[src/rtl/stq_pkg.sv]
// Shared types and codes for the sorted timeout timer queue.
// Used by the top level and by its port checker; depends on nothing else.
`timescale 1ns / 1ps
`default_nettype none

package stq_pkg;

	localparam int NUM_TIMERS_DFLT = 32;
	localparam int MAX_RESULTS = 32;
	localparam int CNT_W = $clog2(MAX_RESULTS + 1);
	localparam logic [31:0] ALL_ONES = 32'hffff_ffff;

	// Command codes.
	localparam logic [2:0] FN_ALLOC = 3'd0;
	localparam logic [2:0] FN_FREE = 3'd1;
	localparam logic [2:0] FN_SET_TAG = 3'd2;
	localparam logic [2:0] FN_START = 3'd3;
	localparam logic [2:0] FN_TICK = 3'd4;

	// Result kinds.
	localparam logic [1:0] KIND_GRANT = 2'd0;
	localparam logic [1:0] KIND_FULL = 2'd1;
	localparam logic [1:0] KIND_EXPIRED = 2'd2;

	// Entry status codes.
	localparam logic [1:0] ST_UNUSED = 2'd0;
	localparam logic [1:0] ST_ALLOC = 2'd1;
	localparam logic [1:0] ST_RUN = 2'd2;

	typedef struct packed {
		logic [2:0] func;
		logic [4:0] timer_id;
		logic [31:0] timeout;
		logic [31:0] tag;
	} cmd_t;

	typedef struct packed {
		logic [1:0] kind;
		logic [4:0] entry;
		logic [31:0] tag_out;
		logic last;
	} result_t;

endpackage

`default_nettype wire

[src/rtl/sorted_timeout_timer_queue.sv]
// Sorted timeout timer queue: entry table, deadline-ordered running list and expiry sweep.
// Depends on stq_pkg for the command and result beat types and all codes.
`timescale 1ns / 1ps
`default_nettype none

// A command beat is taken when start is high and busy is low; busy stays high until the
// command has finished its work. Deadlines, tags and list links live in three memories with
// one read port each, so the walk of the link memory sets the time a command takes. Free of
// an idle entry, set tag and a tick that expires nothing finish in the cycle they are taken,
// and busy stays low; the exception is the tick that brings the count of an empty list to
// all ones, which runs the expiry sweep. Allocate scans the status bits one entry per cycle.
// Free of a running entry unlinks it from the list, and start of a running entry unlinks it
// and then re-inserts it in deadline order. A tick expires at most MAX_RESULTS timers.
// Expiry results come out on consecutive cycles, one beat each marked by result_valid, with
// last set on the final one; the receiver must take every beat as it comes. No clearing
// pass is needed after reset.
module sorted_timeout_timer_queue #(
	parameter int NUM_TIMERS = stq_pkg::NUM_TIMERS_DFLT
) (
	input wire clk,
	input wire arst_n,
	input wire start,
	input wire stq_pkg::cmd_t cmd,
	output logic busy,
	output logic result_valid,
	output stq_pkg::result_t result
);
	import stq_pkg::*;

	localparam int IW = $clog2(NUM_TIMERS);
	localparam int IDW = (IW > 5) ? IW : 5;
	localparam logic [IW:0] NIL = {1'b1, {IW{1'b0}}};

	localparam logic [3:0] S_IDLE = 4'd0;
	localparam logic [3:0] S_ALLOC = 4'd1;
	localparam logic [3:0] S_UL_RD = 4'd2;
	localparam logic [3:0] S_UL_NX = 4'd3;
	localparam logic [3:0] S_UL_WALK = 4'd4;
	localparam logic [3:0] S_REF_DT = 4'd5;
	localparam logic [3:0] S_INS_RD = 4'd6;
	localparam logic [3:0] S_INS_WALK = 4'd7;
	localparam logic [3:0] S_INS_WR2 = 4'd8;
	localparam logic [3:0] S_EXP_WALK = 4'd9;

	// Control state.
	logic [3:0] state_q, state_d;
	logic [IW:0] head_q, head_d;
	logic [31:0] tick_q, tick_d;
	logic [31:0] next_q, next_d;
	logic pend_v_q, pend_v_d;
	logic [CNT_W-1:0] n_q, n_d;
	logic [1:0] status_q [NUM_TIMERS];

	// Working registers of the current command.
	logic [IW-1:0] id_q, id_d;
	logic ins_after_q, ins_after_d;
	logic [IW:0] nid_q, nid_d;
	logic [IW:0] prev_q, prev_d;
	logic [31:0] dl_new_q, dl_new_d;
	logic [IW-1:0] scan_q, scan_d;
	logic [IW-1:0] pend_e_q, pend_e_d;
	logic [31:0] pend_tag_q, pend_tag_d;
	logic [IW:0] rd_ptr_q, rd_ptr;

	// Memories and their registered read data.
	logic [31:0] dl_mem [NUM_TIMERS];
	logic [IW:0] lk_mem [NUM_TIMERS];
	logic [31:0] tag_mem [NUM_TIMERS];
	logic [31:0] dl_rdata_q;
	logic [IW:0] lk_rdata_q;
	logic [31:0] tag_rdata_q;

	logic dl_we, lk_we, tag_we, st_we;
	logic [IW-1:0] dl_wa, lk_wa, tag_wa, st_wa;
	logic [31:0] dl_wd, tag_wd;
	logic [IW:0] lk_wd;
	logic [1:0] st_wd;

	logic res_v;
	result_t res_d;

	logic accept;
	logic [IDW-1:0] id_wide;
	logic id_ok;
	logic [IW-1:0] id_in;
	logic [31:0] tick_inc;
	logic [IDW-1:0] scan_w, pend_w;
	logic adv, stop_ins;
	logic [IW:0] stop_cur, stop_prev;
	logic hit;

	assign busy = (state_q != S_IDLE);
	assign accept = start && !busy;
	assign id_wide = IDW'(cmd.timer_id);
	assign id_ok = ({1'b0, id_wide} < (IDW + 1)'(NUM_TIMERS));
	assign id_in = id_wide[IW-1:0];
	assign tick_inc = tick_q + 32'd1;
	assign scan_w = IDW'(scan_q);
	assign pend_w = IDW'(pend_e_q);

	// Insert walk: move on while the new deadline is strictly later than the current one.
	assign adv = (dl_new_q > dl_rdata_q);
	assign stop_ins = !adv || lk_rdata_q[IW];
	assign stop_cur = adv ? lk_rdata_q : rd_ptr_q;
	assign stop_prev = adv ? rd_ptr_q : prev_q;

	assign hit = !rd_ptr_q[IW] && (n_q < CNT_W'(MAX_RESULTS)) && (dl_rdata_q <= tick_q);

	always_comb begin
		state_d = state_q;
		head_d = head_q;
		tick_d = tick_q;
		next_d = next_q;
		pend_v_d = pend_v_q;
		n_d = n_q;
		id_d = id_q;
		ins_after_d = ins_after_q;
		nid_d = nid_q;
		prev_d = prev_q;
		dl_new_d = dl_new_q;
		scan_d = scan_q;
		pend_e_d = pend_e_q;
		pend_tag_d = pend_tag_q;
		rd_ptr = head_q;
		dl_we = 1'b0;
		dl_wa = id_in;
		dl_wd = cmd.timeout + tick_q;
		lk_we = 1'b0;
		lk_wa = id_q;
		lk_wd = NIL;
		tag_we = 1'b0;
		tag_wa = id_in;
		tag_wd = cmd.tag;
		st_we = 1'b0;
		st_wa = id_in;
		st_wd = ST_UNUSED;
		res_v = 1'b0;
		res_d = '0;

		case (state_q)
			S_IDLE: begin
				if (accept) begin
					id_d = id_in;
					case (cmd.func)
						FN_ALLOC: begin
							scan_d = '0;
							state_d = S_ALLOC;
						end
						FN_FREE: begin
							if (id_ok) begin
								st_we = 1'b1;
								st_wd = ST_UNUSED;
								ins_after_d = 1'b0;
								if (status_q[id_in] == ST_RUN) begin
									state_d = S_UL_RD;
								end
							end
						end
						FN_SET_TAG: begin
							tag_we = id_ok;
						end
						FN_START: begin
							if (id_ok) begin
								// The deadline is rewritten before a running entry is unlinked from the list.
								dl_we = 1'b1;
								dl_new_d = dl_wd;
								st_we = 1'b1;
								st_wd = ST_RUN;
								ins_after_d = 1'b1;
								state_d = (status_q[id_in] == ST_RUN) ? S_UL_RD : S_INS_RD;
							end
						end
						FN_TICK: begin
							tick_d = tick_inc;
							if (next_q <= tick_inc) begin
								rd_ptr = head_q;
								n_d = '0;
								pend_v_d = 1'b0;
								state_d = S_EXP_WALK;
							end
						end
						default: begin
						end
					endcase
				end
			end

			S_ALLOC: begin
				if (status_q[scan_q] == ST_UNUSED) begin
					st_we = 1'b1;
					st_wa = scan_q;
					st_wd = ST_ALLOC;
					res_v = 1'b1;
					res_d.kind = KIND_GRANT;
					res_d.entry = scan_w[4:0];
					res_d.last = 1'b1;
					state_d = S_IDLE;
				end else if (scan_q == IW'(NUM_TIMERS - 1)) begin
					res_v = 1'b1;
					res_d.kind = KIND_FULL;
					res_d.last = 1'b1;
					state_d = S_IDLE;
				end else begin
					scan_d = scan_q + IW'(1);
				end
			end

			S_UL_RD: begin
				rd_ptr = {1'b0, id_q};
				state_d = S_UL_NX;
			end

			S_UL_NX: begin
				nid_d = lk_rdata_q;
				if (head_q == {1'b0, id_q}) begin
					// The head leaves, so the next deadline comes from its successor.
					head_d = lk_rdata_q;
					rd_ptr = lk_rdata_q;
					state_d = S_REF_DT;
				end else begin
					rd_ptr = head_q;
					state_d = S_UL_WALK;
				end
			end

			S_UL_WALK: begin
				if (lk_rdata_q == {1'b0, id_q} || lk_rdata_q[IW]) begin
					lk_we = !lk_rdata_q[IW];
					lk_wa = rd_ptr_q[IW-1:0];
					lk_wd = nid_q;
					state_d = ins_after_q ? S_INS_RD : S_IDLE;
				end else begin
					rd_ptr = lk_rdata_q;
				end
			end

			S_REF_DT: begin
				next_d = rd_ptr_q[IW] ? ALL_ONES : dl_rdata_q;
				state_d = ins_after_q ? S_INS_RD : S_IDLE;
			end

			S_INS_RD: begin
				if (head_q[IW]) begin
					lk_we = 1'b1;
					lk_wa = id_q;
					lk_wd = NIL;
					head_d = {1'b0, id_q};
					next_d = dl_new_q;
					state_d = S_IDLE;
				end else begin
					rd_ptr = head_q;
					prev_d = NIL;
					state_d = S_INS_WALK;
				end
			end

			S_INS_WALK: begin
				if (stop_ins) begin
					lk_we = 1'b1;
					lk_wa = id_q;
					lk_wd = stop_cur;
					prev_d = stop_prev;
					if (stop_prev[IW]) begin
						head_d = {1'b0, id_q};
						next_d = dl_new_q;
						state_d = S_IDLE;
					end else begin
						state_d = S_INS_WR2;
					end
				end else begin
					prev_d = rd_ptr_q;
					rd_ptr = lk_rdata_q;
				end
			end

			S_INS_WR2: begin
				lk_we = 1'b1;
				lk_wa = prev_q[IW-1:0];
				lk_wd = {1'b0, id_q};
				state_d = S_IDLE;
			end

			S_EXP_WALK: begin
				// A found entry waits in the pending register, so that the beat
				// before it can be sent knowing whether it is the final one.
				res_d.kind = KIND_EXPIRED;
				res_d.entry = pend_w[4:0];
				res_d.tag_out = pend_tag_q;
				res_v = pend_v_q;
				if (hit) begin
					st_we = 1'b1;
					st_wa = rd_ptr_q[IW-1:0];
					st_wd = ST_ALLOC;
					head_d = lk_rdata_q;
					n_d = n_q + CNT_W'(1);
					pend_v_d = 1'b1;
					pend_e_d = rd_ptr_q[IW-1:0];
					pend_tag_d = tag_rdata_q;
					rd_ptr = lk_rdata_q;
				end else begin
					res_d.last = 1'b1;
					pend_v_d = 1'b0;
					next_d = rd_ptr_q[IW] ? ALL_ONES : dl_rdata_q;
					state_d = S_IDLE;
				end
			end

			default: begin
				state_d = S_IDLE;
			end
		endcase
	end

	always_ff @(posedge clk or negedge arst_n) begin
		if (!arst_n) begin
			state_q <= S_IDLE;
			head_q <= NIL;
			tick_q <= '0;
			next_q <= ALL_ONES;
			pend_v_q <= 1'b0;
			n_q <= '0;
			result_valid <= 1'b0;
			for (int i = 0; i < NUM_TIMERS; i++) begin
				status_q[i] <= ST_UNUSED;
			end
		end else begin
			state_q <= state_d;
			head_q <= head_d;
			tick_q <= tick_d;
			next_q <= next_d;
			pend_v_q <= pend_v_d;
			n_q <= n_d;
			result_valid <= res_v;
			if (st_we) begin
				status_q[st_wa] <= st_wd;
			end
		end
	end

	always_ff @(posedge clk) begin
		id_q <= id_d;
		ins_after_q <= ins_after_d;
		nid_q <= nid_d;
		prev_q <= prev_d;
		dl_new_q <= dl_new_d;
		scan_q <= scan_d;
		pend_e_q <= pend_e_d;
		pend_tag_q <= pend_tag_d;
		rd_ptr_q <= rd_ptr;
		result <= res_d;
	end

	// Deadline memory.
	always_ff @(posedge clk) begin
		if (dl_we) begin
			dl_mem[dl_wa] <= dl_wd;
		end
		dl_rdata_q <= dl_mem[rd_ptr[IW-1:0]];
	end

	// Link memory.
	always_ff @(posedge clk) begin
		if (lk_we) begin
			lk_mem[lk_wa] <= lk_wd;
		end
		lk_rdata_q <= lk_mem[rd_ptr[IW-1:0]];
	end

	// Tag memory.
	always_ff @(posedge clk) begin
		if (tag_we) begin
			tag_mem[tag_wa] <= tag_wd;
		end
		tag_rdata_q <= tag_mem[rd_ptr[IW-1:0]];
	end

endmodule

`default_nettype wire

[config.mk]
export PLATFORM = sky130hd
export DESIGN_NAME = sorted_timeout_timer_queue
export DESIGN_NICKNAME = d
export VERILOG_FILES = /design/src/rtl/stq_pkg.sv /design/src/rtl/sorted_timeout_timer_queue.sv
export SDC_FILE = /design/constraint.sdc
export NUM_CORES = 2
export LEC_CHECK = 0
export BUFFER_PORTS_ARGS = -buffer_cell sky130_fd_sc_hd__clkbuf_2
export CAP_MARGIN = 20
export CORE_UTILIZATION = 55
export CTS_BUF_LIST = sky130_fd_sc_hd__clkbuf_8
export CTS_CLUSTER_SIZE = 14
export DETAILED_ROUTE_END_ITERATION = 6
export GPL_ROUTABILITY_DRIVEN = 0
export PLACE_DENSITY = 0.71
export RECOVER_POWER = 100
export SYNTH_ARGS = -nofsm -noshare
export SYNTH_HDL_FRONTEND = slang
export SYNTH_SLANG_ARGS = --single-unit
[constraint.sdc]
create_clock -name clk -period 6.15 [get_ports clk]
set_clock_uncertainty 0.1 [all_clocks]
set_input_delay 0.615 -clock clk [delete_from_list [all_inputs] [get_ports clk]]
set_output_delay 0.615 -clock clk [all_outputs]
set_load 0.02 [all_outputs]
### Word-level counts from Yosys, hierarchy flattened

Memory sizes are Yosys's and may differ from the RTL's. A register that Yosys moved wholly into a read port is not among the register bits.
Cells that the tools add are included.

| word-level totals | value |
|---|---|
| register bits | 284 |
| bits in writable memories | 2,240 |
| input port bits | 75 |
| output and inout bits | 42 |
| word-level logic and storage cells | 244 |
| memories | 3 |

| cells by class | value |
|---|---|
| add/subtract/negate cells | 4 |
| order comparisons | 8 |
| eq/ne operators | 35 |
| muxes and demuxes | 102 |
| bitwise gates (word level) | 3 |
| reduce and logical (&&, ||, !) cells | 35 |

Memory list:

| name | depth | bits a word | rd ports | clocked after memory_dff | write ports | RTL line | source |
|---|---|---|---|---|---|---|---|
| dl_mem | 32 | 32 | 1 | 1 | 1 | sorted_timeout_timer_queue.sv:66 | `logic [31:0] dl_mem [NUM_TIMERS];` |
| tag_mem | 32 | 32 | 1 | 1 | 1 | sorted_timeout_timer_queue.sv:68 | `logic [31:0] tag_mem [NUM_TIMERS];` |
| lk_mem | 32 | 6 | 1 | 1 | 1 | sorted_timeout_timer_queue.sv:67 | `logic [IW:0] lk_mem [NUM_TIMERS];` |

Operators with widths:

| cell | count |
|---|---|
| 32-bit 2-to-1 mux | 5 |
| 32-bit case mux with 4 select lines | 1 |
| 6-bit 2-to-1 mux | 16 |
| 64-bit bitwise mux | 1 |
| 32-bit <= comparator | 2 |
| 5-bit 2-to-1 mux | 9 |
| 4-bit 2-to-1 mux | 9 |
| 4-bit case mux with 9 select lines | 1 |
| 32-bit by 1-bit adder with 32-bit output (second input constant) | 1 |
| 32-bit adder | 1 |
| 32-bit > comparator | 1 |
| 5-bit case mux with 2 select lines | 3 |
| 6-bit case mux with 5 select lines | 1 |
| 1-bit 2-to-1 mux | 29 |
| 6-bit case mux with 2 select lines | 2 |
| 6-bit case mux with 4 select lines | 1 |
| 2-bit != test (second input constant) | 11 |
| 2-bit binary-select mux with 5-bit select | 2 |
| 6-bit >= comparator (second input constant) | 3 |
| 5-bit inverter with 6-bit output | 3 |
| 6-bit case mux with 3 select lines | 1 |
| 4-bit by 3-bit equality test with 1-bit output (second input constant) | 4 |
| 2-bit 2-to-1 mux | 8 |
| 4-bit case mux with 4 select lines | 1 |
| other kinds (37) | 71 |

### Depth between registers and ports, before layout

| depth | value |
|---|---|
| depth in word-level cells | 13 |
| depth in mapped cells | 24 |
| depth with buffers taken out | 24 |

### Least setup slack after synthesis

OpenSTA, ideal clock, no wires.

| timing | value |
|---|---|
| path kind | register to register |
| start point | reg tick_q[0] |
| end point | reg state_q[3] |
| library setup time | 0.072 ns |
| arrival time | 5.077 ns |
| required time | 5.978 ns |
| slack | 0.901 ns |
| cell stages (with the launch flop) | 25 |
| buffers on the path | 0 |
| period minus slack after synthesis | 5.249 ns |
| path through | dfrtp_1 -> ha_1 -> and3_1 -> nor4b_2 -> and3_1 -> nand3_1 -> nor4_1 -> and3_1 -> and3_1 -> and3_1 -> and3_1 -> and3_1 -> nand3_1 -> xnor2_1 -> ha_1 -> nand4_1 -> nor4_1 -> nand3_1 -> inv_1 -> or3_1 -> o22ai_1 -> a31oi_1 -> o21ba_2 -> nor3b_1 -> a21o_1 |

| between the ends | value |
|---|---|
| word-level cells in the longest chain between the ends | 4 |
| elaborated cells on any way between the ends | 7 |
| classes of those cells | add/sub: 1; order compare: 2; eq/ne: 2; reduce/logical: 2 |

Ends and longest elaborated chain:

| what | RTL line | source |
|---|---|---|
| from (decl) | sorted_timeout_timer_queue.sv:48 | `logic [31:0] tick_q, tick_d;` |
| from (signal assigned) | sorted_timeout_timer_queue.sv:329 | `tick_q <= tick_d;` |
| 32-bit by 1-bit adder with 32-bit output / 32-bit <= comparator (equally long branches) | sorted_timeout_timer_queue.sv:97, sorted_timeout_timer_queue.sv:107 |  |
| 32-bit <= comparator / 1-bit logical AND (equally long branches) | sorted_timeout_timer_queue.sv:175, sorted_timeout_timer_queue.sv:107 |  |
| 3-bit != test (no source line) / 2-bit != test (equally long branches) | -- |  |
| 8-bit AND reduction (no source line) * | -- |  |
| to (signal assigned) | sorted_timeout_timer_queue.sv:327 | `state_q <= state_d;` |
| to (decl) | sorted_timeout_timer_queue.sv:46 | `logic [3:0] state_q, state_d;` |

Every way passes the cells marked *; elsewhere a longest branch is shown, timed or not.
A chain may end at the register's enable or synchronous reset.

### Final worst setup path

| timing | value |
|---|---|
| start point | reg tick_q[28] |
| end point | reg dl_rdata_q[25], read port of dl_mem |

| between the ends | value |
|---|---|
| word-level cells in the longest chain between the ends | 4 |

Ends and longest elaborated chain:

| what | RTL line | source |
|---|---|---|
| 32-bit <= comparator | sorted_timeout_timer_queue.sv:107 | `assign hit = !rd_ptr_q[IW] && (n_q < CNT_W'(MAX_RESULTS)) && (dl_rdata_q <= tick_q);` |
| 1-bit logical AND | sorted_timeout_timer_queue.sv:107 |  |
| 6-bit 2-to-1 mux | -- |  |
| 6-bit case mux with 5 select lines | sorted_timeout_timer_queue.sv:140 | `case (state_q)` |
| to (decl) | sorted_timeout_timer_queue.sv:69 | `logic [31:0] dl_rdata_q;` |

No other way between the ends.

==> run_results.csv <==
group,metric,value,unit
status,status,"complete, but fails checks",
status,violations,"DRC, capacitance limit, slew limit, setup timing",
sta,tightest_slew,4817,ps
sta,fin_crit_sh,1.016,
grt,grt_pass1_wl,441700,um
clock_network,ctsRootBufferMaster,"clkbuf_8",
clock_network,htreeDepth,5,
sta,setup_viol,5,
yosys,syn_inst,7934,
die,rows,160,
yosys,syn_area,106300,um^2
worst_setup_path,max_stage_delay,910,ps
sta,fin_crit,6251,ps
grt,grt_pass1_vias,68560,
die,initial_utilization,0.5565,
clock_network,clockBufferDepth,4,
grt,antenna_found_initial,19,
worst_setup_path,cp_slowest_cell,"a2111oi_0",
sta,slew_headroom,-2.211,
route,drt_first_pass_iters,7,
min_path,hold_path.class,"in2reg",
grt,grt_remaining_overflow,0,
layout,final_common_cell,"edfxtp_1",
clock_network,cts_tree,"yes",
yosys,synth_edf_count,2332,
worst_setup_path,crit_fanout,19,
route,drt_iter0_drc,9488,
sta,worst_slack,-101.4,ps
place,port_buffers,116,
sta,slew_violations,2049,
pwr,irDropWorstVdd,0.6086,mV
worst_setup_path,worstSetupPathType,"reg2reg",
clock_network,clk_latency,1110,ps
clock_network,clk_pin_slew,60,ps
layout,area_delta_synth_final,11.55,%
worst_setup_path,end_kind,"flip-flop",
worst_setup_path,critPathArrivalTime,7090,ps
yosys,synth_ff_type,"edfxtp_1",
die,die_x,441.6,um
worst_setup_path,start_kind,"flip-flop",
route,highest_layer,"met5",
grt,grt_usage,0.3072,
yosys,yosysWarnings,0,
route,drc,21,
layout,layout-drive-gt1-share,0.1149,
route,route.met2.wl,140200,um
worst_setup_path,cp_common_cell,"nand4_1",
sta,finalHoldViolations,0,
sta,max_freq,0.1600,GHz
pwr,powerDensity,526.8,nW/um^2
die,coreArea,191000,um^2
route,routed_wl,303000,um
place,dp_hpwl,177900,um
yosys,ys_seq_area_frac,0.7155,
die,die_h,441.6,um
worst_setup_path,worstPathRequired,6990,ps
worst_setup_path,crit_chain,"inv_1, ha_1, nand4_1, nor3_1, clkbuf_4, nand3_1, o21ai_0, clkbuf_1, nand4_1, clkinv_2, o31ai_1, nand4_1, nand2_4, inv_2, buf_4, nand2_1, a2111oi_0, a211o_1, a211o_1",
layout,fin_nets,8520,
yosys,ys_async_sr_fraction,0.05628,
route,wl_met1,114700,um
route,dr_wl_met3,34070,um
pwr,leakagePower,42.07,nW
yosys,avgSynthCellArea,13.40,um^2
layout,final_cell_mix,"edfxtp_1, nand2_1, nand3_1, clkbuf_8, inv_1",
route,ant_nets,0,
yosys,synth.distinct_cells,89,
die,die-area,195000,um^2
route,vias,70890,
yosys,synth_seq_cells,2594,
pwr,power,62.45,mW
yosys,synth_nets,8141,
die,ios,117,
clock_network,cts_buffers,418,
route,viasPerCell,6.354,
grt,grt_max_degree,159,
clock_network,clock_sinks,2594,
run,drv_cap,67,
route,avgRoutedWirePerCell,27.16,um
sta,tns,-168.4,ps
-- layer usage --
metal  vias up  global-route usage
met1     35000              0.4177
met4        10              0.1334
met3       832             0.06072
met2      4434              0.4840
met5         -                   0
li1      30620                   -
-- kinds of logic (layout without fill, tap and decap cells) --
kind of cell,count (synthesis),in the layout,share of synthesized area
flip-flops,2594,2594,0.7155
XOR/XNOR,98,98,0.008076
adder cells (fa/ha/maj),132,132,0.01561
AO/OA/AOI/OAI,1175,1175,0.07758
multiplexers,284,284,0.02982
other,0,7,0
AND/OR/NAND/NOR,3055,3055,0.1287
buffers and inverters,596,1301,0.02476
-- where the power goes --
| part | leakage, nW | internal, mW | switching, mW |
|---|---|---|---|
| clock | 4.56 | 7.02 | 6.65 |
| sequential | 23.9 | 20.6 | 0.688 |
| combinational | 13.6 | 8.39 | 19.1 |
-- through the flow --
| step | hold slack (ps) | worst slack [ps] | utilization | std cells | area, um^2 |
|---|---|---|---|---|---|
| floorplan | 219.4 | 901.0 | - | 7934 | 106300 |
| detailed placement | 294.7 | -185.2 | 0.5837 | 10370 | 111500 |
| finish | 91.29 | -101.4 | 0.6208 | 11160 | 118600 |
| global placement | 290.2 | -95.65 | 0.5834 | 10360 | 111400 |
| CTS | 3.122 | 11.35 | 0.6249 | 11140 | 119300 |
| global route | 101.6 | -2.319 | 0.6208 | 11160 | 118600 |
-- final cells by class --
type                    instances  area, um^2
flip-flops and latches       2594       76040
fillers                     14230       72420
multi-input cells            4744       28230
clock buffers                 457        6290
well taps                    2511        3142
repair buffers                445        3110
clock inverters               289        1291
inverters                     110       436.7
diodes                          7       17.52
-- sequential cells by signal (all words and copies together) (netlist names), 5 cells and up --
signal       flops
dl_mem        1024
dl_new_q        32
dl_rdata_q      32
head_q           6
id_q             5
lk_mem         192
lk_rdata_q       6
n_q              6
next_q          32
nid_q            6
pend_e_q         5
pend_tag_q      32
prev_q           6
rd_ptr_q         6
result          40
scan_q           5
status_q        64
tag_mem       1024
tag_rdata_q     32
tick_q          32
-- Yosys cell counts (all sizes together), types with 16 or more instances --
library cell | count | share of area
xnor2 | 86 | 0.0071
inv | 110 | 0.0039
nor2b | 19 | 0.0011
a21oi | 166 | 0.0079
nand2b | 19 | 0.0011
a32oi | 99 | 0.0082
mux2i | 212 | 0.020
nor2 | 250 | 0.0090
a21o | 53 | 0.0037
o211ai | 16 | 0.0012
mux4 | 21 | 0.0044
buf | 265 | 0.013
or3 | 38 | 0.0023
dfstp | 33 | 0.0082
ha | 131 | 0.015
mux2 | 51 | 0.0054
clkbuf | 221 | 0.0078
o2111a | 27 | 0.0029
nand4 | 100 | 0.0059
dfrtp | 113 | 0.027
a31oi | 214 | 0.013
nor3 | 58 | 0.0031
a2111oi | 22 | 0.0018
and2 | 46 | 0.0027
a311oi | 62 | 0.0051
nand3 | 522 | 0.025
dfxtp | 116 | 0.022
edfxtp | 2332 | 0.66
o21a | 16 | 0.0011
and3 | 260 | 0.015
a22oi | 23 | 0.0016
nand2 | 1698 | 0.060
a221oi | 32 | 0.0026
o21ai | 159 | 0.0075
a211oi | 187 | 0.013
-- timing repair --
| action | CTS | global route |
|---|---|---|
| endpoints found under the setup margin | 10 | 17 |
| hold buffers | 27 | 1 |
| buffers inserted | 0 | 3 |
| pin swaps | 0 | 3 |
| gates resized for setup | 3 | 9 |
| endpoints found under the hold margin | 424 | 1 |
-- critical path, delay by kind of cell, from the launching register on --
kind                     cells  cell delay (ps)
AO/OA/AOI/OAI                5             2060
flip-flops                   1              510
AND/OR/NAND/NOR              7             1590
buffers and inverters        6             1560
adder cells (fa/ha/maj)      1              300
-- path summary, 6_finish.rpt --
check                      slack (ps)        endpoint      startpoint  cells past startpoint
min in group asynchronous        1860    status_q[28]          arst_n                      2
setup reg to reg                 -100  dl_rdata_q[25]      tick_q[28]                     19
max in group asynchronous        1150    status_q[34]          arst_n                      3
hold / removal                     90      state_q[0]         cmd[69]                      6
setup / recovery                 -100  dl_rdata_q[25]      tick_q[28]                     19
hold reg to reg                   300   pend_tag_q[9]  tag_rdata_q[9]                      0
No activity file was read; power rests on OpenSTA's default activity.
